File: src/design/assert_macros.svh
// Assertion macros shared by the RTL files.
`ifndef ASSERT_MACROS_SVH
`define ASSERT_MACROS_SVH

// Implication checked at every clock edge outside reset.
`define ASSERT_IMPL(label, ante, cons, msg) \
  label: assert property (@(posedge clk) disable iff (rst) (ante) |-> (cons)) else $error(msg);

// Next-cycle implication checked outside reset.
`define ASSERT_NEXT(label, ante, cons, msg) \
  label: assert property (@(posedge clk) disable iff (rst) (ante) |=> (cons)) else $error(msg);

`endif

File: src/design/mva_pkg.sv
// ----------------------------------------------------------------------------
// mva_pkg
// Types and constants of the mesh volume and area accumulator.
// ----------------------------------------------------------------------------
`timescale 1ns / 1ps
`default_nettype none

package mva_pkg;

  localparam int COORD_WIDTH = 16;
  localparam int DIFF_W = COORD_WIDTH + 1;
  localparam int CROSS_W = 2 * DIFF_W + 1;
  localparam int DOT_W = 64;
  localparam int SQ_W = 72;
  localparam int ROOT_W = 36;
  localparam int ROOT_CW = 6;
  localparam int STEP_CW = 4;

  typedef enum logic [2:0] {
    ST_IDLE,
    ST_MUL,
    ST_ROOT,
    ST_ACC,
    ST_OUT
  } state_t;

  typedef struct packed {
    logic load;
    logic mul_step;
    logic root_step;
    logic accumulate;
    logic clear;
  } cmd_t;

  typedef struct packed {
    logic mul_done;
    logic root_done;
  } status_t;

  typedef struct packed {
    logic signed [15:0] p0_x;
    logic signed [15:0] p0_y;
    logic signed [15:0] p0_z;
    logic signed [15:0] p1_x;
    logic signed [15:0] p1_y;
    logic signed [15:0] p1_z;
    logic signed [15:0] p2_x;
    logic signed [15:0] p2_y;
    logic signed [15:0] p2_z;
    logic final_tri;
  } tri_t;

  typedef struct packed {
    logic signed [63:0] six_volume;
    logic [62:0] double_area;
    logic overflowed;
  } sums_t;

endpackage

`default_nettype wire

File: src/design/mva_ctrl.sv
// ----------------------------------------------------------------------------
// mva_ctrl
// Sequencer for one triangle: load, multiply, root, accumulate and, on the final triangle, output.
// ----------------------------------------------------------------------------
`timescale 1ns / 1ps
`default_nettype none

module mva_ctrl (
  input  wire logic clk,
  input  wire logic rst,
  input  wire logic in_valid,
  input  wire logic in_final,
  output logic in_ready,
  output logic out_valid,
  input  wire logic out_ready,
  input  wire mva_pkg::status_t status,
  output mva_pkg::cmd_t cmd
);

  mva_pkg::state_t state, state_next;
  logic fin, fin_next;

  always_ff @(posedge clk) begin
    if (rst) begin
      state <= mva_pkg::ST_IDLE;
      fin <= 1'b0;
    end else begin
      state <= state_next;
      fin <= fin_next;
    end
  end

  always_comb begin
    state_next = state;
    fin_next = fin;
    cmd = '0;
    in_ready = 1'b0;
    out_valid = 1'b0;
    unique case (state)
      mva_pkg::ST_IDLE: begin
        in_ready = 1'b1;
        if (in_valid) begin
          cmd.load = 1'b1;
          fin_next = in_final;
          state_next = mva_pkg::ST_MUL;
        end
      end
      mva_pkg::ST_MUL: begin
        if (status.mul_done) state_next = mva_pkg::ST_ROOT;
        else cmd.mul_step = 1'b1;
      end
      mva_pkg::ST_ROOT: begin
        cmd.root_step = 1'b1;
        if (status.root_done) state_next = mva_pkg::ST_ACC;
      end
      mva_pkg::ST_ACC: begin
        cmd.accumulate = 1'b1;
        state_next = fin ? mva_pkg::ST_OUT : mva_pkg::ST_IDLE;
      end
      mva_pkg::ST_OUT: begin
        out_valid = 1'b1;
        if (out_ready) begin
          cmd.clear = 1'b1;
          state_next = mva_pkg::ST_IDLE;
        end
      end
      default: state_next = mva_pkg::ST_IDLE;
    endcase
  end

  `include "assert_macros.svh"
  `ASSERT_IMPL(a_load_idle, cmd.load, state == mva_pkg::ST_IDLE, "load outside idle")
  `ASSERT_NEXT(a_acc_leaves, state == mva_pkg::ST_ACC,
               state == mva_pkg::ST_OUT || state == mva_pkg::ST_IDLE, "stuck after accumulate")
  `ASSERT_NEXT(a_out_hold, out_valid && !out_ready, out_valid, "result dropped while waiting")

endmodule

`default_nettype wire

File: config.mk
export PLATFORM = sky130hd
export DESIGN_NAME = mva_ctrl
export DESIGN_NICKNAME = d
export VERILOG_FILES = /design/src/design/mva_pkg.sv /design/src/design/mva_ctrl.sv
export VERILOG_INCLUDE_DIRS = /design/src /design/src/design
export SDC_FILE = /design/constraint.sdc
export NUM_CORES = 1
export LEC_CHECK = 0
export BUFFER_PORTS_ARGS = -buffer_cell sky130_fd_sc_hd__clkbuf_2
export CAP_MARGIN = 0
export CORE_AREA = 2 2 39 41
export CTS_CLUSTER_SIZE = 12
export DETAILED_ROUTE_END_ITERATION = 6
export DIE_AREA = 0 0 41 43
export SLEW_MARGIN = 40
export SYNTH_ARGS = -nofsm -noshare
export SYNTH_HDL_FRONTEND = slang
export SYNTH_SLANG_ARGS = --single-unit
export TNS_END_PERCENT = 10
File: constraint.sdc
create_clock -name clk -period 1.4 [get_ports clk]
set_input_delay 0 -clock clk [delete_from_list [all_inputs] [get_ports clk]]
set_output_delay 0 -clock clk [all_outputs]
set_load 0.005 [all_outputs]
# ---- After elaboration in Yosys (flattened, before gate mapping)
# Index checks and enable logic that the tools add are counted.
dict set report op_classes {
  n_reduce_logical 3
  n_eq_ne 8
  n_mux 16
}
# cell n
set op_table {}
lappend op_table {{two-way mux 3 bit} 5}
lappend op_table {{case mux 3 bit (5 select lines)} 1}
lappend op_table {{two-way mux 1 bit} 10}
lappend op_table {{!= test 2 bit, second input constant} 4}
lappend op_table {{== test 3 x 2 -> 1 bit, second input constant} 2}
lappend op_table {{AND reduction 4 bit} 1}
lappend op_table {{== test 3 x 1 -> 1 bit, second input constant} 1}
lappend op_table {{== test 3 bit, second input constant} 1}
lappend op_table {{logical NOT 3 bit} 1}
lappend op_table {{AND reduction 2 bit} 1}
dict set report totals {
  word_cells 29
  out_inout_bits 7
  inputBits 7
  register_bits 4
}

# ---- Longest topological paths before layout
dict set report depth {
  depth_word 3
  ltp_mapped 4
  ltp_nobuf 3
}

# ---- Worst setup path after synthesis
# No wires, ideal clock.
dict set report synth_timing {
  kind {reg2reg}
  start {reg state[1]}
  end {reg fin}
  setup_time_ns 0.114
  path_buffers 1
  slack_ns 0.311
  t_required_ns 1.286
  stages_incl_launch_ff 5
  t_arrival_ns 0.974
  period_less_slack_ns 1.089
  cell_sequence {dfxtp_1 > buf_6 > nor4b_4 > mux2i_1 > nor2_1}
}
dict set report synth_via {
  elab_chain_cells 2
}
# item line
set synth_rtl {}
lappend synth_rtl {{start, declared} mva_ctrl.sv:20} ;# mva_pkg::state_t state, state_next;
lappend synth_rtl {{start signal, assigned} mva_ctrl.sv:25} ;# state <= mva_pkg::ST_IDLE;
lappend synth_rtl {{start signal, assigned} mva_ctrl.sv:28} ;# state <= state_next;
lappend synth_rtl {{logical NOT 3 bit} mva_ctrl.sv:39} ;# unique case (state)
lappend synth_rtl {{AND reduction 2 bit (no line)} -}
lappend synth_rtl {{end signal, assigned} mva_ctrl.sv:29} ;# fin <= fin_next;
lappend synth_rtl {{end, declared} mva_ctrl.sv:21} ;# logic fin, fin_next;
# No other way between the ends.
# A chain may end at the register's enable or synchronous reset.

==> summary.md <==
| Metric | Value |
|---|---|
| Syn. warnings | 0 |
| Seq/Total Area, Yosys | 0.306 |
| Share of cells above drive strength 1 | 0.500 |
| Total global routing track utilization | 0.0772 |
| Post-synth top flop | dfxtp_1 |
| Routed WL per cell | 9.45 microns |
| Worst setup SP type | register |
| VDD IR max | just under 0.6 mV |
| Critical Path Sink Type | primary output |
| Clock root cell | clkbuf_4 |
| CTS tree | built |
| CP arrival | 1.27 ns |
| Slew headroom | 0.744 |
| Aggregate global routing overflow | 0 |
| Total Wirelength | 529 microns |
| Diode count | 0 |
| Syn_area_per_cell | 10.1 sq um |
| Post-layout power | between 0.0003 and 0.0004 W |
| RSZ-0062 raised after global routing | no |
| Setup bufs post-CTS | 0 |
| Final clock skew | 0.00517 ns |
| Ys async rst share | 0 |
| Die footprint | 1760 sq um |
| Hold Crit Class | in -> reg |
| Htree depth | 1 |
| Placement row count | 14 |
| Initial antenna violation count | 0 |
| Initial DRC Count | 0 |
| Outcome | completed |
| Worst hold stages | 3 |
| Die Span Y | about 43 microns |
| Reg clk slew, reported paths | 0.04 ns |
| Critical path class | reg -> out |
| M1 GR Usage | 0.0962 |
| Top cell type's share of synthesized area | 0.306 |
| Total number of vias | about 240 |
| RR Startpoint | state[0]$_SDFFE_PP0P_ |
| Worst-margin pin slew | approximately 0.38 ns |
| Die W | about 40 microns |
| Minimum clock period | roughly 1.3 ns |
| Post-synth EDFFs | 0 |
| Area leader, netlist | dfxtp_1 |
| Total Nets Final | 49 |
| Synth unique cells | 19 |
| R2R Path End | state[0]$_SDFFE_PP0P_ |
| Netlist Area Pre-Place | ~260 sq um |
| Synth Net Count | 33 |
| CP startpoint | state[0]$_SDFFE_PP0P_ |
| Crit path required time | between 1 and 1.5 ns |
| Initial Utilization | 0.189 |
| IO Pins | 14 |
| First-pass GRT wire length | ~900 microns |
| Routability cong. | 0.677 |
| Area grow syn2layout | 34.0% |
| Cts hold-fix bufs | 0 |
| Max Cap Viol | 0 |
| Count leader, synth | dfxtp_1 |
| Leak | 0.168 nW |
| #FFs+latches synth | 4 |
| GRT busiest layer | met2 |
| Clk buf depth | 2 |
| Hold Path End | fin$_SDFFE_PP0P_ |
| GRT met2 Usage | 0.100 |
| Peak Freq | 0.790 GHz |
| Max FO, Critical Path | 10 |
| Vias/cell | 4.27 |
| Final setup violation count | 0 |
| Setup TNS | 0 ns |
| Skew-Pair Late Insertion Delay | between 0.2 and 0.25 ns |
| Core area | between 1000 and 1500 sq um |
| Worst Hold Launch | in_final |
| Clk sinks | 4 |
| Mapped Cells | 26 |
| Vias in the first global route | 224 |
| DR DRC count | 0 |
| Synth top area cells | dfxtp_1 31%, nor4b_4 9.1%, nor3_1 5.7% |
| CTS Buf Count | 3 |
| Slew Limit Fails | 0 |
| Final Cycle Share | 0.904 |
| I/O Buffers | 13 |
| GR Layer Usage met3 | 0.0628 |
| Power Density | between 900 and 1000 nW/um^2 |
| Filler instances | 154 |
| Worst Reg-to-Reg Cells | 3 |
| # resized after CTS | 0 |
| Worst R2R Setup Slack | roughly 0.22 ns |
| DRT Pass-1 Iters | 1 |
| Antenna viol nets, final | 0 |
| Largest net degree at the start of global routing | 11 |
| Final hold violations | 0 |
| Post-synth top cells | 4 x dfxtp_1, 3 x nor3_1, 2 x nor2_1, 2 x nor3b_1 |
worst max-delay path, cell delays in order, from the launching register on:
cell and delay (ns):
dfxtp_1 0.53, and2b_1 0.19, nor3b_1 0.18, clkbuf_2 0.14
layer usage:
metal / wire (microns) / part of all wire
met4: 0 / 0
met2: 269 / 0.51
met1: 206 / 0.39
met5: 0 / 0
met3: 52 / 0.098
logic make-up after synthesis:
kind of cell,after synthesis,synth area share
buf+inv,3,0.0861
flops,4,0.306
simple gates,15,0.431
compound gates,2,0.0957
mux,2,0.0813
power by group:
| part | total [W] | internal (W) | switching, W |
|---|---|---|---|
| Clock | 0.000137 | 0.0000955 | 0.0000419 |
| Combinational | 0.0000606 | 0.0000374 | 0.0000232 |
| Sequential | 0.000139 | 0.000122 | 0.0000165 |
worst max path at each step:
| stage | cells after the start | endpoint | slack, ns |
|---|---|---|---|
| global route | 3 | cmd[0] | 0.004 |
| CTS | 3 | cmd[3] | 0.11 |
| global placement | 3 | state[0]$_SDFFE_PP0P_ | 0.24 |
| detailed placement | 3 | state[0]$_SDFFE_PP0P_ | 0.21 |
| finish | 3 | cmd[3] | 0.13 |
| floorplan | 4 | fin$_SDFFE_PP0P_ | 0.31 |
through the flow:
step                instances  area [sq um]  setup slack [ns]  hold slack [ns]  utilization
floorplan                  26           262             0.311           0.0724            -
global placement           53           328             0.238            0.242        0.237
detailed placement         53           328             0.205            0.250        0.237
CTS                        56           350             0.115           0.0126        0.253
global route               56           350           0.00388           0.0251        0.253
finish                     56           350             0.135           0.0159        0.253
area by class of cell:
class	count	area [sq um]	share of cell area
inverters	1	3.75	0.0107
clock buffers	3	22.5	0.0643
well taps	16	20.0	0.0571
multi-input cells	19	159	0.454
flip-flops and latches	4	80.1	0.229
repair buffers	13	65.1	0.186
layout by cell type (no fill, tap or decap):
cell / Yosys / layout
dfxtp_1: 4 / 4
nand2b_1: 1 / 1
nor3b_2: 1 / 1
inv_1: 1 / 1
mux2i_1: 1 / 1
a2111oi_2: 1 / 1
nor2_1: 2 / 2
nand2_1: 1 / 1
clkbuf_2: 0 / 13
nor2b_1: 1 / 1
mux2_2: 1 / 1
nor3_1: 3 / 3
nor3b_1: 2 / 2
a32o_1: 1 / 1
nor4b_4: 1 / 1
and3b_1: 1 / 1
clkbuf_4: 0 / 3
and2b_1: 1 / 1
and2_1: 1 / 1
registers in the layout, summed over array words and instances (netlist names):
name   cells
fin        1
state      3
Power figures use the tool's default switching activity.
